File: src/hw/rtl/gpcg_pkg.sv
package gpcg_pkg;

    // area sizes above this saturate
    localparam int MAX_SIZE = 4096;

    localparam int SZ_W    = 13;
    localparam int COORD_W = 12;
    localparam int COLOR_W = 24;
    localparam int CH_W    = 8;
    localparam int ADDR_W  = 3;

    // position t in unsigned q0.16, one extra bit for 1.0
    localparam int T_W = 17;
    localparam logic [T_W-1:0] T_ONE = T_W'(65536);

    // divider and square root widths
    localparam int DEN_W  = 26;
    localparam int DSQ_W  = 28;
    localparam int Q_W    = 32;
    localparam int ROOT_W = 16;
    localparam int SREM_W = 18;

    localparam logic [SZ_W-1:0] SIZE_MAX = SZ_W'(MAX_SIZE);

    typedef enum logic [1:0] {
        MODE_ROW    = 2'd0,
        MODE_COL    = 2'd1,
        MODE_RADIAL = 2'd2,
        MODE_DIAG   = 2'd3
    } t_mode;

    // configuration register indexes
    localparam logic [ADDR_W-1:0] REG_MODE   = 3'd0;
    localparam logic [ADDR_W-1:0] REG_START  = 3'd1;
    localparam logic [ADDR_W-1:0] REG_END    = 3'd2;
    localparam logic [ADDR_W-1:0] REG_WIDTH  = 3'd3;
    localparam logic [ADDR_W-1:0] REG_HEIGHT = 3'd4;

    // per-item control flags carried down the pipe
    typedef struct packed {
        logic radial;
        logic sat;
        logic zero;
    } t_ctl;

endpackage

File: src/hw/rtl/gpcg_blend.sv
module gpcg_blend
    import gpcg_pkg::*;
(
    input  logic                i_clk,
    input  logic                i_rst_n,
    input  logic                i_ce,
    input  logic                i_valid,
    input  t_ctl                i_ctl,
    input  logic [ROOT_W-1:0]   i_root,
    input  logic [ROOT_W-1:0]   i_lin,
    input  logic [COLOR_W-1:0]  i_start,
    input  logic [COLOR_W-1:0]  i_end,
    output logic                o_valid,
    output logic [COLOR_W-1:0]  o_rgb
);

    // stage 1: final position with clamp and zero divisor
    logic [T_W-1:0]  t_sel;
    logic            r1_valid;
    logic [T_W-1:0]  r1_t;

    always_comb begin
        if (i_ctl.zero) begin
            t_sel = '0;
        end else if (i_ctl.sat) begin
            t_sel = T_ONE;
        end else if (i_ctl.radial) begin
            t_sel = {1'b0, i_root};
        end else begin
            t_sel = {1'b0, i_lin};
        end
    end

    always_ff @(posedge i_clk) begin
        if (!i_rst_n) begin
            r1_valid <= 1'b0;
        end else if (i_ce) begin
            r1_valid <= i_valid;
        end
    end

    always_ff @(posedge i_clk) begin
        if (i_ce) begin
            r1_t <= t_sel;
        end
    end

    // stage 2: channel step times position; stage 3: add start, output register
    logic               r2_valid;
    logic signed [26:0] r2_prod [3];
    logic               r3_valid;
    logic [COLOR_W-1:0] r3_rgb;
    logic [COLOR_W-1:0] rgb;

    for (genvar c = 0; c < 3; c++) begin : g_chan
        logic [CH_W-1:0]     s, e;
        logic signed [8:0]   step;
        logic signed [26:0]  prod, acc;

        assign s    = i_start[COLOR_W-1-CH_W*c -: CH_W];
        assign e    = i_end[COLOR_W-1-CH_W*c -: CH_W];
        assign step = $signed({1'b0, e}) - $signed({1'b0, s});
        assign prod = step * $signed({1'b0, r1_t});
        assign acc  = $signed({3'b000, s, 16'h0000}) + r2_prod[c];
        assign rgb[CH_W*c +: CH_W] = acc[23:16];

        always_ff @(posedge i_clk) begin
            if (i_ce) begin
                r2_prod[c] <= prod;
            end
        end
    end

    always_ff @(posedge i_clk) begin
        if (!i_rst_n) begin
            r2_valid <= 1'b0;
            r3_valid <= 1'b0;
        end else if (i_ce) begin
            r2_valid <= r1_valid;
            r3_valid <= r2_valid;
        end
    end

    always_ff @(posedge i_clk) begin
        if (i_ce) begin
            r3_rgb <= rgb;
        end
    end

    assign o_valid = r3_valid;
    assign o_rgb   = r3_rgb;

endmodule
File: config.mk
export PLATFORM = sky130hd
export DESIGN_NAME = gpcg_blend
export DESIGN_NICKNAME = d
export VERILOG_FILES = /design/src/hw/rtl/gpcg_pkg.sv /design/src/hw/rtl/gpcg_blend.sv
export SDC_FILE = /design/constraint.sdc
export NUM_CORES = 1
export LEC_CHECK = 0
export BUFFER_PORTS_ARGS = -buffer_cell sky130_fd_sc_hd__buf_2
export CORE_UTILIZATION = 64
export DETAILED_ROUTE_END_ITERATION = 10
export PLACE_DENSITY = 0.84
export SLEW_MARGIN = 20
export SYNTH_ARGS = -nofsm -noshare
export SYNTH_HDL_FRONTEND = slang
export SYNTH_SLANG_ARGS = --single-unit
export TNS_END_PERCENT = 10
File: constraint.sdc
create_clock -name i_clk -period 9.16 [get_ports i_clk]
set_input_delay 0 -clock i_clk [delete_from_list [all_inputs] [get_ports i_clk]]
set_output_delay 0 -clock i_clk [all_outputs]
set_load 0.005 [all_outputs]
==> results by group <==
Logic synthesis
  – Commonest register cell after synthesis: edfxtp_1
  – Syn Nets: 2,300
  – Mapped Cells: 1,691
  – Warnings, synthesis: 0
  – Post-synthesis cell type count: 55
  – Mapped Area: 16,900 um^2
  – Synth async-reset ratio: 0
  – Post-synth EDFFs: 65
  – Avg Inst Size Synth: 10.0 um^2
  – Yosys reg bits: 68
  – Seq/Total Area, Yosys: 0.119

Routing
  – Antenna-violating nets left: 0
  – DRC: 0
  – Drt pass-1 iters: 5
  – Starting DRT DRC Count: 581
  – Metal-1 WL: 14,400 um
  – WL per Instance: 17.1 um
  – Avg Vias per Cell: 5.60
  – DR WL met2: 18,800 um
  – Vias: 12,005
  – Met3 WL post-DR: 2460 um
  – Top Layer Used: met4
  – DRT Wirelength: 36,600 um

Place
  – GP Congestion: 0.832
  – DP HPWL: 27,700 um
  – Port bufs: 111

Floorplanning
  – # rows: 59
  – Die Y: 165 um
  – Die area: 27,100 um^2
  – I/O pin count: 112
  – Core ar.: 26,000 um^2
  – DIE WIDTH: 165 um
  – Starting Density: 0.651

Setup path
  – CP max stage delay: 0.55 ns
  – Critical path's top delay family: adder cells
  – Setup CP Type: in -> reg
  – Worst Path Required: 9.26 ns
  – Crit path buf inv count: 5
  – Critical path arrival: 7.45 ns
  – Crit path launch type: input port
  – CP Max Fanout: 16
  – Most used cell, CP: fa_1
  – Slowest-stage cell, CP: dlygate4sd3_1
  – CP endpoint kind: flip-flop

Worst hold path
  – Worst hold path class: in -> reg

CTS
  – Root Buffer: clkbuf_16
  – CTS max path bufs: 2
  – CTS tree: yes
  – CTS Sinks: 68
  – Clk slew on worst S/H paths: 0.07 ns
  – Post-CTS Repair Setup Buffers: 0
  – Max H-tree Level: 3
  – Cts bufs inserted: 9
  – Worst-Skew Late Latency: 0.36 ns

STA
  – Final period util: 0.802
  – Worst-Margin Slew: 1.15 ns
  – Clk_skew: 0.0130 ns
  – RSZ-0062 raised after global routing: false
  – Fin. Hold Viols: 1
  – Fin. max-slew vios: 0
  – Max Clk Rate: 136 MHz
  – Setup TNS: 0 ns
  – Fin Hold WS: -0.00313 ns
  – Fin crit period: 7.35 ns
  – Slew HR: 0.233
  – Endpoints failing setup: 0

Cells and area
  – Fin nets: 2,412
  – Most frequent cells in the layout: fa_1 (321), inv_1 (265), and2_1 (227)
  – ANT cells: 0
  – Most common cell after layout, fill and taps aside: fa_1
  – Fill count: 1,839
  – Layout cell share with drive strength beyond 1: 0.102
  – Area growth from synthesis to layout: 9.27%

Global route
  – Initial antenna violation count: 0
  – Gr usage total: 0.296
  – Largest net degree at the start of global routing: 69
  – Overflow after GRT: 0
  – First-pass GRT wire length: 62,300 um
  – Number of global-route vias before repair: 13,432

Job
  – Max-capacitance violation count: 0

Run status
  – Status: complete, but fails checks
  – Failing checks: negative hold slack
==> final cells by class <==
| cell class | instances | area (um^2) | area share |
|---|---|---|---|
| Clock inverter | 7 | 80.1 | 0.00433 |
| Clock buffer | 9 | 225 | 0.0122 |
| Timing Repair Buffer | 169 | 1060 | 0.0574 |
| Sequential cell | 68 | 2010 | 0.109 |
| Inverter | 265 | 995 | 0.0538 |
| Multi-Input combinational cell | 1290 | 13700 | 0.741 |
| Tap cell | 335 | 419 | 0.0227 |
==> timing repair <==
item | CTS | global route
endpoints found under the hold margin | 18 | 0
hold buffers | 27 | 0
gates resized for setup | 0 | 0
==> kinds of logic after synthesis <==
family                   count (synthesis)  synth area share
flip-flops                              68             0.119
AO/OA/AOI/OAI                          113            0.0445
adder cells (fa/ha/maj)                522             0.529
multiplexers                            20            0.0118
buffers and inverters                  333            0.0744
XOR/XNOR                                74            0.0391
AND/OR/NAND/NOR                        561             0.183
==> sequential cells by signal (all words and copies together) (netlist names) <==
signal	count
o_rgb	24
r2_valid	1
o_valid	1
r2_prod	24
r1_valid	1
r1_t	17
==> per-stage QoR <==
step                setup WS, ns  hold slack [ns]  std cells   util  area, um^2
floorplan                   2.58            0.112       1691      -       16900
global placement            2.18            0.231       2100  0.689       17900
detailed placement          1.92            0.241       2100  0.689       17900
CTS                         1.85          0.00183       2143  0.711       18500
global route                1.42           0.0426       2143  0.711       18500
finish                      1.81         -0.00313       2143  0.711       18500
==> layer usage <==
metal / vias up / track usage
met5: - / 0
met4: 0 / 0.0984
met3: 84 / 0.0402
met2: 407 / 0.530
met1: 6051 / 0.367
li1: 5463 / -
==> cells in the mapped netlist (5+ instances only) <==
cell      instances  share of area
a21boi_0          5         0.0022
a21o_1           18         0.0080
a21oi_1          32         0.0095
and2_1          227          0.084
clkbuf_1         66          0.015
edfxtp_1         65           0.12
fa_1            321           0.38
ha_1            201           0.15
inv_1           265          0.059
mux2i_1          20          0.012
nand2_1          92          0.020
nand2b_1         97          0.036
nand3_1           5         0.0015
nor2_1           79          0.018
nor2b_1          17         0.0063
nor3_1           12         0.0036
o21a_1            6         0.0027
o21ai_0          18         0.0053
o21bai_1         10         0.0044
or2_2            15         0.0055
xnor2_1          51          0.026
xor2_1           22          0.011
==> path summary, 6_finish.rpt <==
| path | from | to | slack [ns] | cells past startpoint |
|---|---|---|---|---|
| setup reg to reg | r1_t[3] | r2_prod[0][23] | 2.84 | 19 |
| hold / removal | i_root[0] | r1_t[0] | -0.003 | 3 |
| setup / recovery | i_start[0] | r2_prod[0][77] | 1.81 | 27 |
| hold reg to reg | o_valid | o_valid | 0.51 | 2 |
==> worst reg2reg max path, stage by stage, from the launching register on <==
cell,delay (ns)
edfxtp_1,1.12
and2_1,0.28
fa_1,0.41
inv_1,0.09
fa_1,0.38
inv_1,0.08
fa_1,0.42
fa_1,0.49
inv_1,0.05
fa_1,0.50
inv_1,0.04
ha_1,0.29
o21ai_0,0.18
nor2_1,0.08
o311ai_0,0.54
a31oi_1,0.24
a21o_1,0.25
a21o_1,0.20
a21oi_1,0.18
xnor3_1,0.24
Power is not shown: default switching activity piles up to over one toggle a cycle in this logic, so the estimate is an artifact.
