--- config.mk ---
export PLATFORM = sky130hd
export DESIGN_NAME = gpcg_front
export DESIGN_NICKNAME = d
export VERILOG_FILES = /design/src/hw/rtl/gpcg_pkg.sv /design/src/hw/rtl/gpcg_front.sv
export SDC_FILE = /design/constraint.sdc
export NUM_CORES = 2
export LEC_CHECK = 0
export BUFFER_PORTS_ARGS = -buffer_cell sky130_fd_sc_hd__buf_2
export CAP_MARGIN = 20
export CELL_PAD_IN_SITES_DETAIL_PLACEMENT = 0
export CELL_PAD_IN_SITES_GLOBAL_PLACEMENT = 1
export CORE_AREA = 2 2 299 227
export CTS_BUF_LIST = sky130_fd_sc_hd__clkbuf_4 sky130_fd_sc_hd__clkbuf_8
export DETAILED_ROUTE_END_ITERATION = 8
export DIE_AREA = 0 0 301 229
export MAX_ROUTING_LAYER = met4
export PLACE_DENSITY = 0.95
export SETUP_SLACK_MARGIN = 0.4
export SKIP_CTS_REPAIR_TIMING = 1
export SLEW_MARGIN = 20
export SYNTH_ARGS = -nofsm -noshare
export SYNTH_HDL_FRONTEND = slang
export SYNTH_SLANG_ARGS = --single-unit
--- constraint.sdc ---
create_clock -name i_clk -period 16.39 [get_ports i_clk]
set_input_delay 3.278 -clock i_clk [delete_from_list [all_inputs] [get_ports i_clk]]
set_output_delay 3.278 -clock i_clk [all_outputs]
set_load 0.03 [all_outputs]
--- src/hw/rtl/gpcg_pkg.sv ---
package gpcg_pkg;

    // area sizes above this saturate
    localparam int MAX_SIZE = 4096;

    localparam int SZ_W    = 13;
    localparam int COORD_W = 12;
    localparam int COLOR_W = 24;
    localparam int CH_W    = 8;
    localparam int ADDR_W  = 3;

    // position t in unsigned q0.16, one extra bit for 1.0
    localparam int T_W = 17;
    localparam logic [T_W-1:0] T_ONE = T_W'(65536);

    // divider and square root widths
    localparam int DEN_W  = 26;
    localparam int DSQ_W  = 28;
    localparam int Q_W    = 32;
    localparam int ROOT_W = 16;
    localparam int SREM_W = 18;

    localparam logic [SZ_W-1:0] SIZE_MAX = SZ_W'(MAX_SIZE);

    typedef enum logic [1:0] {
        MODE_ROW    = 2'd0,
        MODE_COL    = 2'd1,
        MODE_RADIAL = 2'd2,
        MODE_DIAG   = 2'd3
    } t_mode;

    // configuration register indexes
    localparam logic [ADDR_W-1:0] REG_MODE   = 3'd0;
    localparam logic [ADDR_W-1:0] REG_START  = 3'd1;
    localparam logic [ADDR_W-1:0] REG_END    = 3'd2;
    localparam logic [ADDR_W-1:0] REG_WIDTH  = 3'd3;
    localparam logic [ADDR_W-1:0] REG_HEIGHT = 3'd4;

    // per-item control flags carried down the pipe
    typedef struct packed {
        logic radial;
        logic sat;
        logic zero;
    } t_ctl;

endpackage

--- src/hw/rtl/gpcg_front.sv ---
module gpcg_front
    import gpcg_pkg::*;
(
    input  logic                i_clk,
    input  logic                i_rst_n,
    input  logic                i_ce,
    input  logic                i_valid,
    input  logic [COORD_W-1:0]  i_col,
    input  logic [COORD_W-1:0]  i_row,
    input  t_mode               i_mode,
    input  logic [SZ_W-1:0]     i_width,
    input  logic [SZ_W-1:0]     i_height,
    output logic                o_valid,
    output t_ctl                o_ctl,
    output logic [DEN_W-1:0]    o_num,
    output logic [DEN_W-1:0]    o_den
);

    // stage 1: saturate size, linear ratio operands, doubled offsets
    logic [SZ_W-1:0]       w, h;
    logic [SZ_W:0]         wh_sum;
    logic [SZ_W-1:0]       lin_num, lin_den;
    logic                  lin_zero;
    logic signed [14:0]    dx, dy;

    logic                  r1_valid;
    logic                  r1_radial, r1_zero;
    logic [SZ_W-1:0]       r1_num, r1_den, r1_w, r1_h;
    logic signed [14:0]    r1_dx, r1_dy;

    assign w      = (i_width  > SIZE_MAX) ? SIZE_MAX : i_width;
    assign h      = (i_height > SIZE_MAX) ? SIZE_MAX : i_height;
    assign wh_sum = {1'b0, w} + {1'b0, h};
    assign dx     = $signed({2'b00, i_col, 1'b0}) - $signed({2'b00, w});
    assign dy     = $signed({2'b00, i_row, 1'b0}) - $signed({2'b00, h});

    always_comb begin
        lin_num  = '0;
        lin_den  = '0;
        lin_zero = 1'b0;
        case (i_mode)
            MODE_ROW: begin
                lin_num  = {1'b0, i_row};
                lin_den  = h - SZ_W'(1);
                lin_zero = (h <= SZ_W'(1));
            end
            MODE_COL: begin
                lin_num  = {1'b0, i_col};
                lin_den  = w - SZ_W'(1);
                lin_zero = (w <= SZ_W'(1));
            end
            MODE_DIAG: begin
                lin_num  = {1'b0, i_col} + {1'b0, i_row};
                lin_den  = SZ_W'(wh_sum - (SZ_W+1)'(2));
                lin_zero = (wh_sum <= (SZ_W+1)'(2));
            end
            default: begin
                lin_num  = '0;
                lin_den  = '0;
                lin_zero = 1'b0;
            end
        endcase
    end

    always_ff @(posedge i_clk) begin
        if (!i_rst_n) begin
            r1_valid <= 1'b0;
        end else if (i_ce) begin
            r1_valid <= i_valid;
        end
    end

    always_ff @(posedge i_clk) begin
        if (i_ce) begin
            r1_radial <= (i_mode == MODE_RADIAL);
            r1_zero   <= lin_zero;
            r1_num    <= lin_num;
            r1_den    <= lin_den;
            r1_w      <= w;
            r1_h      <= h;
            r1_dx     <= dx;
            r1_dy     <= dy;
        end
    end

    // stage 2: squares for the radial distance and corner distance
    logic signed [29:0]    dx_sq, dy_sq;
    logic [2*SZ_W-1:0]     w_sq, h_sq;

    logic                  r2_valid;
    logic                  r2_radial, r2_zero;
    logic [SZ_W-1:0]       r2_num, r2_den;
    logic [DSQ_W-1:0]      r2_dx2, r2_dy2;
    logic [DEN_W-1:0]      r2_w2, r2_h2;

    assign dx_sq = r1_dx * r1_dx;
    assign dy_sq = r1_dy * r1_dy;
    assign w_sq  = r1_w * r1_w;
    assign h_sq  = r1_h * r1_h;

    always_ff @(posedge i_clk) begin
        if (!i_rst_n) begin
            r2_valid <= 1'b0;
        end else if (i_ce) begin
            r2_valid <= r1_valid;
        end
    end

    always_ff @(posedge i_clk) begin
        if (i_ce) begin
            r2_radial <= r1_radial;
            r2_zero   <= r1_zero;
            r2_num    <= r1_num;
            r2_den    <= r1_den;
            r2_dx2    <= dx_sq[DSQ_W-1:0];
            r2_dy2    <= dy_sq[DSQ_W-1:0];
            r2_w2     <= w_sq;
            r2_h2     <= h_sq;
        end
    end

    // stage 3: pick dividend and divisor, flag clamp and zero divisor
    logic [DSQ_W-1:0]  d_sum;
    logic [DEN_W-1:0]  m_sum;
    t_ctl              ctl;
    logic [DEN_W-1:0]  num, den;

    logic              r3_valid;
    t_ctl              r3_ctl;
    logic [DEN_W-1:0]  r3_num, r3_den;

    assign d_sum = r2_dx2 + r2_dy2;
    assign m_sum = r2_w2 + r2_h2;

    always_comb begin
        ctl.radial = r2_radial;
        if (r2_radial) begin
            ctl.zero = (m_sum == '0);
            ctl.sat  = (m_sum != '0) && (d_sum >= {2'b00, m_sum});
            den      = m_sum;
            num      = d_sum[DEN_W-1:0];
        end else begin
            ctl.zero = r2_zero;
            ctl.sat  = !r2_zero && (r2_num >= r2_den);
            den      = DEN_W'(r2_den);
            num      = DEN_W'(r2_num);
        end
        if (ctl.zero || ctl.sat) begin
            num = '0;
        end
    end

    always_ff @(posedge i_clk) begin
        if (!i_rst_n) begin
            r3_valid <= 1'b0;
        end else if (i_ce) begin
            r3_valid <= r2_valid;
        end
    end

    always_ff @(posedge i_clk) begin
        if (i_ce) begin
            r3_ctl <= ctl;
            r3_num <= num;
            r3_den <= den;
        end
    end

    assign o_valid = r3_valid;
    assign o_ctl   = r3_ctl;
    assign o_num   = r3_num;
    assign o_den   = r3_den;

endmodule

==> summary.md <==
| Metric | Value |
|---|---|
| Status | `finished clean` |
| Required time of the critical path | `16,790 ps` |
| Slew @ Worst Pin | `942 ps` |
| Predominant post-synthesis flop cell | `edfxtp_1` |
| Maximum clock rate | `135 MHz` |
| Final setup TNS | `0 ps` |
| CTS max path bufs | `3` |
| # port buffers | `111` |
| Biggest fanout along the worst timing path | `14` |
| Synthesized flop and latch total | `268` |
| Synth Instances | `3,772` |
| Die X | `301 um` |
| Multi-input logic area | `25,900 um^2` |
| DR pass1 iterations | `5` |
| Post-synthesis sequential area ratio | `21.5%` |
| MaxCap Viol Count | `0` |
| Post-Synthesis Mean Instance Area | `9.90 um^2` |
| First-pass GRT wire length | `149 mm` |
| Core area | `66,200 um^2` |
| DR iter-0 viols | `2,063` |
| Gr ovfl total | `0` |
| Final wirelength | `93.2 mm` |
| Layout cell share with drive strength beyond 1 | `6.21%` |
| Via density | `5.50` |
| Final Slew Violations | `0` |
| Area delta synth->final | `6.55%` |
| CP startpoint kind | `register` |
| Htree depth | `2` |
| Final worst path period need | `7430 ps` |
| Post-DRT Antenna Nets | `0` |
| Synth Warn # | `0` |
| Clock Sinks | `268` |
| Final worst-path setup slack | `8960 ps` |
| Post-route DRC | `0` |
| Initial core utilization | `56.4%` |
| Synth cell types | `82` |
| Commonest cells after routing, fill and taps aside | `814 x inv_1, 547 x fa_1, 408 x ha_1` |
| Relative slew margins | `36.6%` |
| Final Cycle Share | `45.3%` |
| Async SR Flop Fraction | `0%` |
| Total track usage | `28.9%` |
| Final setup viols | `0` |
| Pre-CTS setup slack | `8420 ps` |
| Worst-Skew Late Latency | `670 ps` |
| Crit end category | `register` |
| Die ar. | `68,900 um^2` |
| Worst-path clk slew | `70 ps` |
| Initial antenna violation count | `10` |
| Die Ht | `229 um` |
| I/O pins | `112` |
| Fin. Hold Viols | `0` |
| R2r setup slk | `8960 ps` |
| Sequential Area | `8020 um^2` |
| GP Congestion | `0.971` |
| Final Skew | `41.6 ps` |
| Routed len/inst | `19.5 um` |
| Synthesized area | `37,300 um^2` |
| Layout Nets | `4,868` |
| Pin count of the biggest net entering global routing | `117` |
| Fin area | `39,800 um^2` |
| Post-synth EDFFs | `265` |
| Root Buffer | `clkbuf_8` |
| Filler instances | `5,525` |
| Syn Nets | `4,783` |
| # rows | `82` |
| Commonest non-fill, non-tap cell in the layout | `inv_1` |
| Final HPWL DP | `78.7 mm` |
| Total CTS buffers | `46` |
| Vias | `26.3k` |
| Critical path class | `reg2reg` |
| Unrepaired setup endpoints after global routing | `false` |
| Min-Delay Path Class | `reg2reg` |
| Vias in the first global route | `26.8k` |
| CTS tree | `yes` |
| Placed inst area | `38,800 um^2` |
| CP arrival | `7820 ps` |
## worst max-delay path: stages, from the launching register on
cell	delay, ps
edfxtp_1	790
nand2_1	300
fa_1	580
fa_1	690
inv_1	230
fa_1	510
fa_1	540
fa_1	510
inv_1	50
fa_1	500
inv_1	40
ha_1	330
nand4_1	160
nor2_1	80
a211oi_1	560
nand4_1	180
and2_1	280
a2111o_1	410
a21o_1	160
a21oi_1	160
xnor2_1	100
## layout make-up
class,count,area share [%]
diodes,9,0.0566
clock buffers,56,1.78
clock inverters,30,0.695
inverters,815,7.69
multi-input cells,2601,65.2
flip-flops and latches,268,20.2
well taps,882,2.77
repair buffers,125,1.70
## registers in the layout, summed over array words and instances (netlist names)
register and cells:
o_ctl 3, o_den 26, o_num 26, o_valid 1, r1_den 13, r1_dx 13, r1_dy 13, r1_h 13
r1_num 13, r1_radial 1, r1_valid 1, r1_w 13, r1_zero 1, r2_den 13, r2_dx2 27, r2_dy2 27
r2_h2 24, r2_num 13, r2_radial 1, r2_valid 1, r2_w2 24, r2_zero 1
## cells in the mapped netlist, types with 37 or more instances
cell type    n  share of area, %
a21o_1      52               1.0
a21oi_1    135               1.8
and2_1     167               2.8
clkbuf_1    84              0.84
edfxtp_1   265                21
fa_1       547                29
ha_1       408                14
inv_1      814               8.2
nand2_1    264               2.7
nor2_1     224               2.3
nor2b_1     48              0.80
nor3_1      62              0.83
o21a_1      37              0.74
o21ai_0     80               1.1
xnor2_1    153               3.6
xor2_1      64               1.5
## cell families (layout without fill, tap and decap cells)
logic type / after synthesis / in the layout / synth area share (%)
buf+inv: 903 / 1026 / 9.10
compound gates: 467 / 467 / 8.15
simple gates: 927 / 927 / 12.2
flops: 268 / 268 / 21.5
xor+xnor: 217 / 217 / 5.09
other cells: 0 / 9 / 0
mux: 35 / 35 / 0.985
fa+ha+maj: 955 / 955 / 43.0
## final timing paths
path	end	depth (start not counted)	startpoint
worst max-delay path	r2_dy2[26]$_DFFE_PP_	20	r1_dy[2]$_DFFE_PP_
worst min-delay path	r2_num[4]$_DFFE_PP_	0	r1_num[4]$_DFFE_PP_
worst max register to register	r2_dy2[26]$_DFFE_PP_	20	r1_dy[2]$_DFFE_PP_
worst min register to register	r2_num[4]$_DFFE_PP_	0	r1_num[4]$_DFFE_PP_
## through the flow
stage               cells  hold slack (ps)  util [%]
finish               4786              392      60.1
global route         4785              415      60.1
CTS                  4777              402      60.1
detailed placement   4691              405      58.6
global placement     4691              401      58.6
floorplan            3772              400         -
## layer usage
| metal | share of wire [%] | vias up | track usage [%] |
|---|---|---|---|
| met4 | 2.2 | 0 | 6.20 |
| met5 | 0 | - | - |
| met1 | 47 | 12891 | 43.3 |
| met2 | 40 | 1038 | 38.7 |
| li1 | - | 12263 | - |
| met3 | 11 | 110 | 8.21 |
Power is left out: the tool's default activity adds up to more than one toggle a clock period on the data nets, which glitch-free logic cannot reach.
