## src/hw/rtl/gpcg_pkg.sv

```systemverilog
package gpcg_pkg;

    // area sizes above this saturate
    localparam int MAX_SIZE = 4096;

    localparam int SZ_W    = 13;
    localparam int COORD_W = 12;
    localparam int COLOR_W = 24;
    localparam int CH_W    = 8;
    localparam int ADDR_W  = 3;

    // position t in unsigned q0.16, one extra bit for 1.0
    localparam int T_W = 17;
    localparam logic [T_W-1:0] T_ONE = T_W'(65536);

    // divider and square root widths
    localparam int DEN_W  = 26;
    localparam int DSQ_W  = 28;
    localparam int Q_W    = 32;
    localparam int ROOT_W = 16;
    localparam int SREM_W = 18;

    localparam logic [SZ_W-1:0] SIZE_MAX = SZ_W'(MAX_SIZE);

    typedef enum logic [1:0] {
        MODE_ROW    = 2'd0,
        MODE_COL    = 2'd1,
        MODE_RADIAL = 2'd2,
        MODE_DIAG   = 2'd3
    } t_mode;

    // configuration register indexes
    localparam logic [ADDR_W-1:0] REG_MODE   = 3'd0;
    localparam logic [ADDR_W-1:0] REG_START  = 3'd1;
    localparam logic [ADDR_W-1:0] REG_END    = 3'd2;
    localparam logic [ADDR_W-1:0] REG_WIDTH  = 3'd3;
    localparam logic [ADDR_W-1:0] REG_HEIGHT = 3'd4;

    // per-item control flags carried down the pipe
    typedef struct packed {
        logic radial;
        logic sat;
        logic zero;
    } t_ctl;

endpackage

```

## src/hw/rtl/gpcg_div.sv

```systemverilog
module gpcg_div
    import gpcg_pkg::*;
(
    input  logic              i_clk,
    input  logic              i_rst_n,
    input  logic              i_ce,
    input  logic              i_valid,
    input  t_ctl              i_ctl,
    input  logic [DEN_W-1:0]  i_num,
    input  logic [DEN_W-1:0]  i_den,
    output logic              o_valid,
    output t_ctl              o_ctl,
    output logic [Q_W-1:0]    o_quot
);

    // restoring division, one quotient bit per stage, num below den
    logic              r_vld [Q_W];
    t_ctl              r_ctl [Q_W];
    logic [DEN_W-1:0]  r_rem [Q_W];
    logic [DEN_W-1:0]  r_den [Q_W];
    logic [Q_W-1:0]    r_q   [Q_W];

    for (genvar g = 0; g < Q_W; g++) begin : g_stage
        logic              p_vld;
        t_ctl              p_ctl;
        logic [DEN_W-1:0]  p_rem, p_den;
        logic [Q_W-1:0]    p_q;
        logic [DEN_W:0]    sh, diff;
        logic              ge;

        if (g == 0) begin : g_first
            assign p_vld = i_valid;
            assign p_ctl = i_ctl;
            assign p_rem = i_num;
            assign p_den = i_den;
            assign p_q   = '0;
        end else begin : g_next
            assign p_vld = r_vld[g-1];
            assign p_ctl = r_ctl[g-1];
            assign p_rem = r_rem[g-1];
            assign p_den = r_den[g-1];
            assign p_q   = r_q[g-1];
        end

        assign sh   = {p_rem, 1'b0};
        assign ge   = (sh >= {1'b0, p_den});
        assign diff = sh - {1'b0, p_den};

        always_ff @(posedge i_clk) begin
            if (!i_rst_n) begin
                r_vld[g] <= 1'b0;
            end else if (i_ce) begin
                r_vld[g] <= p_vld;
            end
        end

        always_ff @(posedge i_clk) begin
            if (i_ce) begin
                r_ctl[g] <= p_ctl;
                r_den[g] <= p_den;
                r_rem[g] <= ge ? diff[DEN_W-1:0] : sh[DEN_W-1:0];
                r_q[g]   <= {p_q[Q_W-2:0], ge};
            end
        end
    end

    assign o_valid = r_vld[Q_W-1];
    assign o_ctl   = r_ctl[Q_W-1];
    assign o_quot  = r_q[Q_W-1];

    // front end hands over a proper fraction unless the divisor is zero
    a_num_below_den: assert property (@(posedge i_clk) disable iff (!i_rst_n)
        (i_valid && !i_ctl.zero) |-> (i_num < i_den))
        else $error("dividend not below divisor");

    // remainder leaving the last stage stays below the divisor
    a_rem_below_den: assert property (@(posedge i_clk) disable iff (!i_rst_n)
        (r_vld[Q_W-1] && !r_ctl[Q_W-1].zero) |-> (r_rem[Q_W-1] < r_den[Q_W-1]))
        else $error("final remainder not below divisor");

    // a stalled pipe keeps its last stage
    a_stall_holds: assert property (@(posedge i_clk) disable iff (!i_rst_n)
        !i_ce |=> ($stable(r_vld[Q_W-1]) && $stable(r_q[Q_W-1])))
        else $error("divider moved during stall");

endmodule

```

## config.mk

```make
export PLATFORM = sky130hd
export DESIGN_NAME = gpcg_div
export DESIGN_NICKNAME = d
export VERILOG_FILES = /design/src/hw/rtl/gpcg_pkg.sv /design/src/hw/rtl/gpcg_div.sv
export SDC_FILE = /design/constraint.sdc
export NUM_CORES = 2
export LEC_CHECK = 0
export BUFFER_PORTS_ARGS = -buffer_cell sky130_fd_sc_hd__buf_2
export CORE_UTILIZATION = 35
export DETAILED_ROUTE_END_ITERATION = 7
export PLACE_DENSITY = 0.6
export SETUP_SLACK_MARGIN = 0.15
export SYNTH_ARGS = -nofsm -noshare
export SYNTH_HDL_FRONTEND = slang
export SYNTH_SLANG_ARGS = --single-unit
```

## constraint.sdc

```tcl
create_clock -name i_clk -period 3.37 [get_ports i_clk]
set_input_delay 0.337 -clock i_clk [delete_from_list [all_inputs] [get_ports i_clk]]
set_output_delay 0.337 -clock i_clk [all_outputs]
set_load 0.01 [all_outputs]
```

==> tab_implementation.tex <==
\begin{tabular}{lr}
\hline
Metric & Value \\
\hline
\multicolumn{2}{l}{\textbf{Routing}} \\
Count of vias placed by the detailed router & 80608 \\
Initial DRC Count & 5428 \\
Final routed wire length divided by cell count & 18.5 um \\
DRC violation count after routing & 0 \\
Total Wirelength & 295000 um \\
Final ANT Viol Nets & 0 \\
Vias/cell & 5.04 \\
DR pass1 iterations & 6 \\
\multicolumn{2}{l}{\textbf{Synthesis}} \\
Net Count, Synth & 10648 \\
Share of the synthesized area in the top cell type & 57.4\% \\
Post-synthesis instance area & 119000 um\^{}2 \\
Synthesized area per cell & 12.2 um\^{}2 \\
Number of distinct library cells after synthesis & 95 \\
Primary flip-flop cell chosen by synthesis mapping & sky130\_fd\_sc\_hd\_\_edfxtp\_1 \\
Synth top area cells & sky130\_fd\_sc\_hd\_\_edfxtp\_1 57\%, sky130\_fd\_sc\_hd\_\_ha\_1 8.8\%, sky130\_fd\_sc\_hd\_\_mux2\_2 3.8\% \\
Largest area contributor in the netlist & sky130\_fd\_sc\_hd\_\_edfxtp\_1 \\
Number of synthesized register bits & 2268 \\
Number of flops mapped to enable cells by yosys & 2267 \\
Proportion of synthesized flip-flops having asynchronous set or reset & 0\% \\
Fraction of the yosys area taken by sequential cells & 57.4\% \\
Yosys warning count & 0 \\
Post-synthesis instance total & 9727 \\
Post-synth top cells & 2267 x sky130\_fd\_sc\_hd\_\_edfxtp\_1, 1011 x sky130\_fd\_sc\_hd\_\_inv\_1, 831 x sky130\_fd\_sc\_hd\_\_ha\_1 \\
Most common cell in the synthesized netlist & sky130\_fd\_sc\_hd\_\_edfxtp\_1 \\
\multicolumn{2}{l}{\textbf{Placement}} \\
HPWL Detailed & 207000 um \\
Post-placement worst setup slack & -320 ps \\
Placer congestion estimate & 0.947 \\
IO Port Bufs & 94 \\
\multicolumn{2}{l}{\textbf{Pwr}} \\
Peak VDD IR & 0.511 mV \\
Power density over the cells & 994 nW/um\^{}2 \\
Standby leakage power & 61.5 nW \\
\multicolumn{2}{l}{\textbf{CTS}} \\
CTS sink cnt & 2268 \\
Root Driver & sky130\_fd\_sc\_hd\_\_clkbuf\_16 \\
Worst-case clock buffer depth & 4 \\
Clock input transition at the sequential cells of the worst setup and hold paths & 60 ps \\
CTS Buf Count & 268 \\
CTS tree & yes \\
CTS HTree Levels & 5 \\
Clock latency reported for the late side of the worst-skew pair & 900 ps \\
\multicolumn{2}{l}{\textbf{Global route}} \\
Antenna violations before repair & 8 \\
Vias in the first global route & 80156 \\
Grt total ovfl & 0 \\
Tot GR Track Use & 16.6\% \\
Global-route wire length before repair & 451000 um \\
Maximum number of pins on one net before global-route repair & 146 \\
\multicolumn{2}{l}{\textbf{Floorplan}} \\
Initial cell density of the core & 35.2\% \\
Core area & 337000 um\^{}2 \\
Die Outline Area & 341000 um\^{}2 \\
Chip Height & 584 um \\
Boundary pin count & 95 \\
Width of the die & 584 um \\
Number of core rows & 213 \\
\multicolumn{2}{l}{\textbf{STA}} \\
Worst path setup slack after routing & -251 ps \\
Final worst hold slack & 169 ps \\
Clock Skew & 63.2 ps \\
Final hold viol count & 0 \\
Count of pins over their slew limit & 0 \\
Final critical path time including I/O delays and setup & 3620 ps \\
Final count of negative-setup-slack endpoints & 152 \\
Setup repair after global routing missed its margin & true \\
Peak Freq & 276 MHz \\
Tightest slew margin relative to the limit & 42.5\% \\
Final period utilization & 107\% \\
Worst Tran Pin Value & 854 ps \\
\multicolumn{2}{l}{\textbf{Finish}} \\
Proportion of layout cells with a drive suffix above 1 & 24.1\% \\
Final Net Count & 12172 \\
Layout overhead on the synthesized area & 25.8\% \\
\multicolumn{2}{l}{\textbf{Critical path}} \\
Largest fanout of any net on the critical path & 19 \\
Endpoint arrival time on the critical path & 4270 ps \\
Crit. End Element & register \\
Startpoint-to-endpoint class of the critical path & register to register \\
Critical path cell sequence & inv\_2, ha\_4, nor2b\_4, o31a\_1, o31ai\_4, a31oi\_4, a221o\_1, a211o\_1, a211oi\_2, nor2\_2, a31oi\_4, buf\_12, mux2\_2 \\
Critical path's top delay family & compound AO/OA/AOI/OAI gates \\
Crit start category & register \\
Most common cell type on the critical path & sky130\_fd\_sc\_hd\_\_a31oi\_4 \\
Delay of the slowest cell on the worst path & 420 ps \\
Worst path slowest cell & sky130\_fd\_sc\_hd\_\_edfxtp\_1 \\
Count of buffering cells on the critical path with inverters included & 2 \\
CP Data Required Time & 4020 ps \\
\multicolumn{2}{l}{\textbf{Outcome}} \\
Outcome & complete, but fails checks \\
Failing checks & setup timing \\
\multicolumn{2}{l}{\textbf{Run}} \\
Reported max-cap violation count & 0 \\
\multicolumn{2}{l}{\textbf{Worst hold path}} \\
Min-delay worst type & input pin to register \\
\hline
\end{tabular}
==> worst reg2reg max path: stages, from the launching register on <==
cell and delay, ps:
sky130_fd_sc_hd__edfxtp_1 420, sky130_fd_sc_hd__inv_2 110, sky130_fd_sc_hd__ha_4 200, sky130_fd_sc_hd__nor2b_4 120, sky130_fd_sc_hd__o31a_1 300, sky130_fd_sc_hd__o31ai_4 280, sky130_fd_sc_hd__a31oi_4 130, sky130_fd_sc_hd__a221o_1 380
sky130_fd_sc_hd__a211o_1 360, sky130_fd_sc_hd__a211oi_2 220, sky130_fd_sc_hd__nor2_2 80, sky130_fd_sc_hd__a31oi_4 200, sky130_fd_sc_hd__buf_12 220, sky130_fd_sc_hd__mux2_2 360
==> what timing repair did <==
item / CTS / global route
gates resized for setup: 587 / 346
pin swaps: 205 / 209
hold buffers: 60 / 0
cloned: 33 / 15
endpoints found under the setup margin: 759 / 749
endpoints found under the hold margin: 88 / 0
buffers inserted: 218 / 124
==> cells in the final DEF (no fill, tap or decap), drive strengths merged, types with 18 or more instances in the layout <==
cell / synthesis / layout
o31ai: 42 / 42
nor3: 96 / 96
a21oi: 745 / 745
nand4: 110 / 110
xnor2: 402 / 402
nand3: 148 / 148
nand2b: 92 / 92
xor2: 274 / 274
a211o: 27 / 27
o21a: 106 / 106
nand2: 555 / 555
o21bai: 92 / 92
a211oi: 65 / 65
inv: 1011 / 1024
clkbuf: 135 / 328
dlygate4sd3: 0 / 60
and3: 117 / 117
a21o: 380 / 380
fa: 31 / 31
mux2: 422 / 422
nor4: 19 / 19
o21ai: 568 / 572
or2: 25 / 25
buf: 50 / 1361
bufinv: 0 / 34
clkinv: 0 / 113
and2: 53 / 53
a221oi: 34 / 34
nor2: 501 / 501
o31a: 18 / 18
a31oi: 79 / 79
and4: 21 / 21
edfxtp: 2267 / 2267
o211ai: 27 / 27
nor2b: 107 / 107
ha: 831 / 831
or3: 35 / 35
a21boi: 20 / 20
==> layout make-up <==
cell class                 instances  area, um^2
antenna                           12        30.0
clock buffer                     316        7080
clock inverter                   169        1800
fill                           30432      188000
inverter                        1011        3790
multi-input combinational       6267       50000
sequential                      2268       68100
tap                             4515        5650
timing repair buffer            1435       12900
==> kinds of logic after synthesis <==
family | after synthesis | share of synthesized area [%]
buffers and inverters | 1196 | 3.86
adders and majority gates | 862 | 9.28
and+or+nand+nor | 1921 | 7.77
DFF | 2268 | 57.4
xor gates and xnor gates | 676 | 4.99
muxes | 430 | 4.10
AOI/OAI and AO/OA | 2374 | 12.6
==> stage by stage <==
| stage | std cells | power [W] | utilization [%] | instance area, um^2 | setup TNS (ps) |
|---|---|---|---|---|---|
| finish | 15993 | 0.148 | 44.3 | 149000 | -19700 |
| global route | 15990 | 0.157 | 44.3 | 149000 | -40810 |
| CTS | 15843 | 0.145 | 43.4 | 146000 | -14060 |
| detailed placement | 15047 | 0.107 | 39.1 | 132000 | -60450 |
| global placement | 15047 | 0.106 | 39.1 | 132000 | -44500 |
| floorplan | 9727 | 0.0863 | - | 119000 | -3140 |
==> routing by layer <==
layer	global-route usage (%)	wire, um	vias to the layer above	share of wire [%]
met5	0	0	-	0
met4	6.04	10500	0	3.5
met3	2.42	15400	524	5.2
met2	27.2	137000	1962	46
met1	22.3	132000	39126	45
li1	-	-	38996	-
==> state kept, by name (all words and copies together), names as in the netlist <==
signal / flops
r_den: 806
r_rem: 806
r_q: 528
r_ctl: 96
r_vld: 32
==> path summary, 6_finish.rpt <==
| check | startpoint | endpoint | slack, ps | cells past startpoint |
|---|---|---|---|---|
| worst min register to register | r_ctl[21][2] | r_ctl[22][2] | 390 | 0 |
| worst max register to register | r_den[0][53] | r_rem[0][80] | -250 | 13 |
| worst min-delay path | i_den[16] | r_den[0][16] | 170 | 2 |
| worst max-delay path | r_den[0][53] | r_rem[0][80] | -250 | 13 |
==> power by group <==
part / switching [W] / total (W) / internal [W]
Clock: 0.0118 / 0.0294 / 0.0177
Sequential: 0.00426 / 0.0454 / 0.0411
Combinational: 0.0365 / 0.0736 / 0.0371
No activity file was read; power rests on OpenSTA's default activity.
