## config.mk

```make
export PLATFORM = sky130hd
export DESIGN_NAME = gpcg_sqrt
export DESIGN_NICKNAME = d
export VERILOG_FILES = /design/src/hw/rtl/gpcg_pkg.sv /design/src/hw/rtl/gpcg_sqrt.sv
export SDC_FILE = /design/constraint.sdc
export NUM_CORES = 1
export LEC_CHECK = 0
export CORE_MARGIN = 2
export CORE_UTILIZATION = 30
export CTS_CLUSTER_DIAMETER = 200
export DETAILED_ROUTE_END_ITERATION = 8
export DONT_BUFFER_PORTS = 1
export GPL_TIMING_DRIVEN = 0
export PLACE_DENSITY = 0.49
export REMOVE_ABC_BUFFERS = 1
export SYNTH_ARGS = -nofsm -noshare
export SYNTH_HDL_FRONTEND = slang
export SYNTH_SLANG_ARGS = --single-unit
```

## constraint.sdc

```tcl
create_clock -name i_clk -period 3.2 [get_ports i_clk]
set_input_delay 0.32 -clock i_clk [delete_from_list [all_inputs] [get_ports i_clk]]
set_output_delay 0.32 -clock i_clk [all_outputs]
set_load 0.03 [all_outputs]
```

## src/hw/rtl/gpcg_pkg.sv

```systemverilog
package gpcg_pkg;

    // area sizes above this saturate
    localparam int MAX_SIZE = 4096;

    localparam int SZ_W    = 13;
    localparam int COORD_W = 12;
    localparam int COLOR_W = 24;
    localparam int CH_W    = 8;
    localparam int ADDR_W  = 3;

    // position t in unsigned q0.16, one extra bit for 1.0
    localparam int T_W = 17;
    localparam logic [T_W-1:0] T_ONE = T_W'(65536);

    // divider and square root widths
    localparam int DEN_W  = 26;
    localparam int DSQ_W  = 28;
    localparam int Q_W    = 32;
    localparam int ROOT_W = 16;
    localparam int SREM_W = 18;

    localparam logic [SZ_W-1:0] SIZE_MAX = SZ_W'(MAX_SIZE);

    typedef enum logic [1:0] {
        MODE_ROW    = 2'd0,
        MODE_COL    = 2'd1,
        MODE_RADIAL = 2'd2,
        MODE_DIAG   = 2'd3
    } t_mode;

    // configuration register indexes
    localparam logic [ADDR_W-1:0] REG_MODE   = 3'd0;
    localparam logic [ADDR_W-1:0] REG_START  = 3'd1;
    localparam logic [ADDR_W-1:0] REG_END    = 3'd2;
    localparam logic [ADDR_W-1:0] REG_WIDTH  = 3'd3;
    localparam logic [ADDR_W-1:0] REG_HEIGHT = 3'd4;

    // per-item control flags carried down the pipe
    typedef struct packed {
        logic radial;
        logic sat;
        logic zero;
    } t_ctl;

endpackage

```

## src/hw/rtl/gpcg_sqrt.sv

```systemverilog
module gpcg_sqrt
    import gpcg_pkg::*;
(
    input  logic               i_clk,
    input  logic               i_rst_n,
    input  logic               i_ce,
    input  logic               i_valid,
    input  t_ctl               i_ctl,
    input  logic [Q_W-1:0]     i_quot,
    output logic               o_valid,
    output t_ctl               o_ctl,
    output logic [ROOT_W-1:0]  o_root,
    output logic [ROOT_W-1:0]  o_lin
);

    // digit-by-digit integer square root, one root bit per stage
    logic               r_vld  [ROOT_W];
    t_ctl               r_ctl  [ROOT_W];
    logic [Q_W-1:0]     r_val  [ROOT_W];
    logic [SREM_W-1:0]  r_rem  [ROOT_W];
    logic [ROOT_W-1:0]  r_root [ROOT_W];
    logic [ROOT_W-1:0]  r_lin  [ROOT_W];

    for (genvar g = 0; g < ROOT_W; g++) begin : g_stage
        logic               p_vld;
        t_ctl               p_ctl;
        logic [Q_W-1:0]     p_val;
        logic [SREM_W-1:0]  p_rem;
        logic [ROOT_W-1:0]  p_root, p_lin;
        logic [SREM_W+1:0]  cand, trial, diff;
        logic               ge;

        if (g == 0) begin : g_first
            assign p_vld  = i_valid;
            assign p_ctl  = i_ctl;
            assign p_val  = i_quot;
            assign p_rem  = '0;
            assign p_root = '0;
            assign p_lin  = i_quot[Q_W-1 -: ROOT_W];
        end else begin : g_next
            assign p_vld  = r_vld[g-1];
            assign p_ctl  = r_ctl[g-1];
            assign p_val  = r_val[g-1];
            assign p_rem  = r_rem[g-1];
            assign p_root = r_root[g-1];
            assign p_lin  = r_lin[g-1];
        end

        assign cand  = {p_rem, p_val[Q_W-1 -: 2]};
        assign trial = {2'b00, p_root, 2'b01};
        assign ge    = (cand >= trial);
        assign diff  = cand - trial;

        always_ff @(posedge i_clk) begin
            if (!i_rst_n) begin
                r_vld[g] <= 1'b0;
            end else if (i_ce) begin
                r_vld[g] <= p_vld;
            end
        end

        always_ff @(posedge i_clk) begin
            if (i_ce) begin
                r_ctl[g]  <= p_ctl;
                r_lin[g]  <= p_lin;
                r_val[g]  <= {p_val[Q_W-3:0], 2'b00};
                r_rem[g]  <= ge ? diff[SREM_W-1:0] : cand[SREM_W-1:0];
                r_root[g] <= {p_root[ROOT_W-2:0], ge};
            end
        end
    end

    assign o_valid = r_vld[ROOT_W-1];
    assign o_ctl   = r_ctl[ROOT_W-1];
    assign o_root  = r_root[ROOT_W-1];
    assign o_lin   = r_lin[ROOT_W-1];

endmodule

```

==> impl_metrics.toml, run 1 <==
[logic_synthesis]
synthArstFlopShare = 0
synth_top_area_share = 0.728
synth_common_cells = "edfxtp_1 (889), nor2_1 (168), inv_1 (167)"
yosys.cell_types.count = 75
synthFlopType = "edfxtp_1"
yosys-top-cells-area = "edfxtp_1 (73%), ha_1 (5.2%), xor2_1 (2.4%)"
synth_edf_count = 889
synth_adder_area_share = 0.0522
synth_mux_area_frac = 0.00965
synth_seq_area_share = 0.728
synthCells = 2424
synth-compound-area-share = 0.0670
yosys_warnings = 0
synth-seq-cells = 890
synth_xor_area_frac = 0.0439
synth_top_cell_by_area = "edfxtp_1"
avgSynthCellArea_um2 = 15.1
yosys.area_share.simple = 0.0780
yosysMostFrequentCell = "edfxtp_1"
synth_top_family_by_area = "simple AND/OR/NAND/NOR gates"
synthesis.area_um2 = 36700

[timing]
min_period_ns = 3.12
hold_viol_final = 0
maxSlewHeadroom = 0.164
fin_ws_ns = 0.0838
setup_viol = 0
slew_violations = 0
fin_skew_ns = 0.0324
fmax_mhz = 321
tightestPinTransition_ns = 1.25
post-route-period-util = 0.974
rsz0062_at_grt = "no"
final.setup.tns_ns = 0

[routing]
routed_wirelength_um = 60200
via_count = 19151
drt_iter0_drc = 1240
wl_per_cell_um = 14.1
via_per_inst = 4.50
ant_nets = 0
drtPass1Iterations = 6
drcViolationCount = 0

[clock_tree]
clock-root-buffer = "clkbuf_16"
tritoncts = "done"
numCtsBuffers = 101
clk_latency_ns = 0.71
htree_levels = 3
clkTransAtPathRegs_ns = 0.06
clock_sinks = 890
clock_path_buffers = 3

[setup_path]
cp_data_arrival_time_ns = 3.58
slowest_delay_ns = 0.42
rrSetupSlack_ns = 0.08
worstSetupEndpointType = "flop"
worstPathCellList = "ha_1, nand4_1, a211o_1, a21oi_1, o21ai_0, o21a_1, inv_4, mux2_2"
critPathKind = "reg2reg"
cp_slowest_cell = "ha_1"
crit_fanout = 21
worstRegToRegCells = 8
cp.required_ns = 3.66
startpoint_type = "flop"
critPathBufInv = 1
rr_startpoint = "r_rem[10][2]$_DFFE_PP_"
r2r_end = "r_rem[11][6]$_DFFE_PP_"
cp_top_family = "compound AO/OA/AOI/OAI gates"

[cells_and_area]
final_util = 0.351
drive_gt1_frac = 0.0786
final_nets = 2743
areaGrowthSynthToFinish_pct = 16.3

[grt]
grt_use_total = 0.0955
grt_pass1_vias = 19870
grt_overflow = 0
grt_max_degree = 892
antenna_found_initial = 0
grt_first_pass_wirelength_um = 98300

[die]
die_x_um = 354
ios = 75
fp.dieH_um = 354
fp-row-count = 128
core-area_um2 = 122000
fp.dieArea_um2 = 125000
initial_utilization = 0.302

[power_and_ir_drop]
p_total_w = 0.0294
leakage_nw = 15.6
pwr_density_cell_nw_per_um2 = 689
vdd_ir_drop_max_mv = 0.438

[hold_path]
hold_path_class = "in2reg"
hold_path_end = "r_ctl[0][1]$_DFFE_PP_"
hold_depth = 1
worstHoldStart = "i_ce"

[placement]
dpl.hpwl_um = 36600
dp_slack_ns = -0.352
io_buffers = 0
gp_congestion = 0.809

[run_status]
status = "complete, no violations"

[flow_run]
drv_cap = 0
worst max-delay path by stage:
stage | startpoint | endpoint | slack (ns) | depth (start not counted)
finish | r_rem[10][2]$_DFFE_PP_ | r_rem[11][6]$_DFFE_PP_ | 0.08 | 8
global route | r_rem[9][5]$_DFFE_PP_ | r_rem[10][17]$_DFFE_PP_ | 0.003 | 7
CTS | r_root[2][2]$_DFFE_PP_ | r_rem[3][11]$_DFFE_PP_ | 0.03 | 10
detailed placement | r_rem[9][0]$_DFFE_PP_ | r_rem[10][8]$_DFFE_PP_ | -0.35 | 7
global placement | r_rem[11][2]$_DFFE_PP_ | r_rem[12][10]$_DFFE_PP_ | -0.83 | 7
floorplan | r_rem[11][3]$_DFFE_PP_ | r_rem[12][10]$_DFFE_PP_ | 0.16 | 7
through the flow:
stage                     hold WS, ns  area [um2]  std cells
after CTS                      -0.167       42400       4249
final                          0.0654       42700       4259
after global placement          0.401       38600       4021
after global routing           0.0234       42700       4258
after detailed placement        0.405       38600       4023
after floorplan                 0.400       36600       2396
power by group:
group / switching (W) / internal (W) / leakage [nW] / total (W)
sequential: 0.000564 / 0.0142 / 8.59 / 0.0147
combinational: 0.00172 / 0.00127 / 5.40 / 0.00299
clock: 0.00471 / 0.00695 / 1.63 / 0.0117
total: 0.00699 / 0.0224 / 15.6 / 0.0294
layer usage:
| layer | vias up | part of all wire | GRT usage |
|---|---|---|---|
| met3 | 160 | 0.042 | 0.0228 |
| met5 | - | 0 | 0 |
| met4 | 0 | 0.044 | 0.0548 |
| li1 | 9373 | - | - |
| met1 | 9312 | 0.40 | 0.103 |
| met2 | 306 | 0.51 | 0.170 |
what timing repair did:
item | 4_1_cts | 5_1_grt
buffers inserted | 3 | 4
endpoints found under the hold margin | 249 | 60
endpoints found under the setup margin | 54 | 32
resized for setup | 6 | 9
pin swaps | 2 | 1
hold buffers | 37 | 1
gates cloned | 1 | 0
cells by family after synthesis:
kind of cell | Yosys count
flops | 890
simple gates | 565
compound gates | 400
buf+inv | 199
xor+xnor | 184
fa+ha+maj | 153
mux | 32
other cells | 1
placed cells by master (no fill, tap or decap), drive strengths merged, types with 7 or more instances in the layout:
cell type / instances
edfxtp: 889
inv: 174
nor2: 168
ha: 153
a21oi: 146
clkbuf: 117
nand2: 111
xor2: 99
o21ai: 98
xnor2: 85
nor3: 56
clkinv: 44
dlygate4sd3: 37
a21o: 36
nand2b: 32
o21a: 27
mux2: 27
nand3: 25
or3: 24
nor4: 23
nand4: 22
and3: 21
a211oi: 21
nor2b: 19
or4: 15
bufinv: 14
buf: 14
or2: 10
nor3b: 9
o211ai: 9
o31ai: 9
and2: 8
a31oi: 7
nand4b: 7
clkinvlp: 7
area by class of cell:
| type | count | area, um2 |
|---|---|---|
| multi-input cells | 1336 | 9290 |
| repair buffers | 51 | 596 |
| inverters | 171 | 644 |
| flip-flops and latches | 890 | 26700 |
| well taps | 1625 | 2030 |
| fillers | 11509 | 78900 |
| diodes | 1 | 2.50 |
| clock buffers | 117 | 2590 |
| clock inverters | 68 | 802 |
registers in the layout, summed over array words and instances, names as in the netlist:
signal  count
r_ctl      48
r_lin     256
r_rem     250
r_root    136
r_vld      16
r_val     184
Note: power is estimated with default switching activity, not from simulation.
==> run 2: changes to the inputs <==
--- a/config.mk
+++ b/config.mk
@@ -12,7 +12,6 @@
 export DONT_BUFFER_PORTS = 1
 export GPL_TIMING_DRIVEN = 0
 export PLACE_DENSITY = 0.49
-export REMOVE_ABC_BUFFERS = 1
 export SYNTH_ARGS = -nofsm -noshare
 export SYNTH_HDL_FRONTEND = slang
 export SYNTH_SLANG_ARGS = --single-unit
==> run 2 against run 1 <==
Die area unchanged. Highest routed layer unchanged. Clock-buffer cell count is 1 lower. Largest cell class unchanged. Critical endpoint is now r_rem[13][8]$_DFFE_PP_. Sequential power about the same. Maximum frequency up 3.2%. First-iteration DRC count shrank 3.0%.
==> impl_metrics.toml, run 2 (synthesized netlist as in run 1, its figures left out) <==
[run_status]
status = "complete, no violations"

[clock_tree]
htree_levels = 3
tritoncts = "done"
clock-root-buffer = "clkbuf_16"
clock_sinks = 890
clk_latency_ns = 0.72
clock_path_buffers = 3
numCtsBuffers = 101
clkTransAtPathRegs_ns = 0.06

[power_and_ir_drop]
p_comb_frac = 0.103
switching_power_w = 0.00704
seqPwrFrac = 0.502
vdd_ir_drop_max_mv = 0.421
clkPwrFrac = 0.395
leakage_nw = 15.7
p_sw_frac = 0.240
pwr_density_cell_nw_per_um2 = 686
p_int_w = 0.0223

[timing]
fin_ws_ns = 0.181
final.setup.tns_ns = 0
maxSlewHeadroom = 0.320
setup_viol = 0
post-route-period-util = 0.944
fmax_mhz = 331
min_period_ns = 3.02
rsz0062_at_grt = "no"
tightestPinTransition_ns = 1.02
hold_viol_final = 0
slew_violations = 0
fin_skew_ns = 0.0451

[cells_and_area]
layout.area.seq_um2 = 26700
final_nets = 2764
reg.largest.list = "r_lin: 256 flops, r_rem: 250 flops, r_val: 184 flops"
n_antenna_cell = 0
final_cell_mix = "edfxtp_1 (889), nor2_1 (168), inv_1 (167)"
areaGrowthSynthToFinish_pct = 16.5
multiInputGateArea_um2 = 9230
largest_reg_flops = 256
final_common_cell = "edfxtp_1"
top_register = "r_lin"
fillers = 11418
stdcell_count = 4283
drive_gt1_frac = 0.0813

[routing]
ant_nets = 0
drt_iter0_drc = 1203
drcViolationCount = 0
via_count = 19176
via_per_inst = 4.48
drtPass1Iterations = 6
wl_per_cell_um = 14.5
routed_wirelength_um = 61900

[setup_path]
cp.required_ns = 3.66
critPathKind = "reg2reg"
startpoint_type = "flop"
crit_fanout = 10
cp_data_arrival_time_ns = 3.48
worstSetupEndpointType = "flop"

[die]
initial_utilization = 0.302
fp-row-count = 128
core-area_um2 = 122000
fp.dieArea_um2 = 125000
die_x_um = 354
ios = 75
fp.dieH_um = 354

[grt]
antenna_found_initial = 0
grt_use_total = 0.0992
grt_overflow = 0
grt_first_pass_wirelength_um = 101000
grt_pass1_vias = 19804
grt_max_degree = 776

[placement]
io_buffers = 0
dp_slack_ns = -0.133
dpl.hpwl_um = 38500
gp_congestion = 0.869
dp.cells = 4049

[hold_path]
hold_path_class = "in2reg"

[flow_run]
drv_cap = 0

[logic_synthesis]
syn-num-nets = 2616
==> run 2: worst max-delay path: stages, from the launching register on <==
cell	delay, ns
edfxtp_1	0.40
ha_1	0.40
a21oi_1	0.30
o21ai_0	0.19
a2111oi_1	0.48
o31a_1	0.27
nand2_2	0.18
clkbuf_2	0.30
nor2_1	0.16
a21oi_1	0.06
==> run 2: layer usage <==
| metal | GRT usage | vias to the layer above | wire length (um) |
|---|---|---|---|
| met4 | 0.0502 | 0 | 2160 |
| li1 | - | 9409 | - |
| met5 | 0 | - | 0 |
| met2 | 0.176 | 359 | 31500 |
| met1 | 0.112 | 9273 | 25500 |
| met3 | 0.0222 | 135 | 2720 |
==> run 2: power by group through the flow <==
stage | sequential, W | clock (W) | combinational (W)
2_1_floorplan | 0.0148 | 0 | 0.00215
3_3_place_gp | 0.0150 | 0 | 0.00262
3_5_place_dp | 0.0150 | 0 | 0.00270
4_1_cts | 0.0147 | 0.0121 | 0.00280
5_1_grt | 0.0148 | 0.0126 | 0.00339
6_report | 0.0147 | 0.0116 | 0.00301
==> run 2: final timing paths <==
check / startpoint / to / slack (ns) / cells after the start
min reg2reg: r_lin[1][18]$_DFFE_PP_ / r_lin[2][2]$_DFFE_PP_ / 0.39 / 0
max: r_rem[12][7]$_DFFE_PP_ / r_rem[13][8]$_DFFE_PP_ / 0.18 / 9
min: i_ce / r_val[7][25]$_DFFE_PP_ / 0.05 / 1
max reg2reg: r_rem[12][7]$_DFFE_PP_ / r_rem[13][8]$_DFFE_PP_ / 0.18 / 9
==> run 2: cell type report <==
class                   count  share of cell area
flip-flops and latches    890               0.625
multi-input cells        1335               0.216
repair buffers             45              0.0132
plain buffers              28             0.00287
clock buffers             116              0.0605
inverters                 171              0.0150
well taps                1625              0.0476
clock inverters            73              0.0192
==> run 2: repair_timing <==
item	CTS	global route
endpoints found under the setup margin	34	42
hold buffers	39	1
setup buffers	0	1
resized for setup	5	7
hold endpoints to repair	130	60
==> run 2: per-stage QoR <==
stage	hold WS [ns]	total power, W	util	area [um2]
floorplan	0.400	0.0169	-	36700
global placement	0.401	0.0176	0.318	38700
detailed placement	0.405	0.0177	0.318	38700
CTS	0.0107	0.0296	0.350	42500
global route	0.000322	0.0308	0.351	42700
finish	0.0507	0.0293	0.351	42700
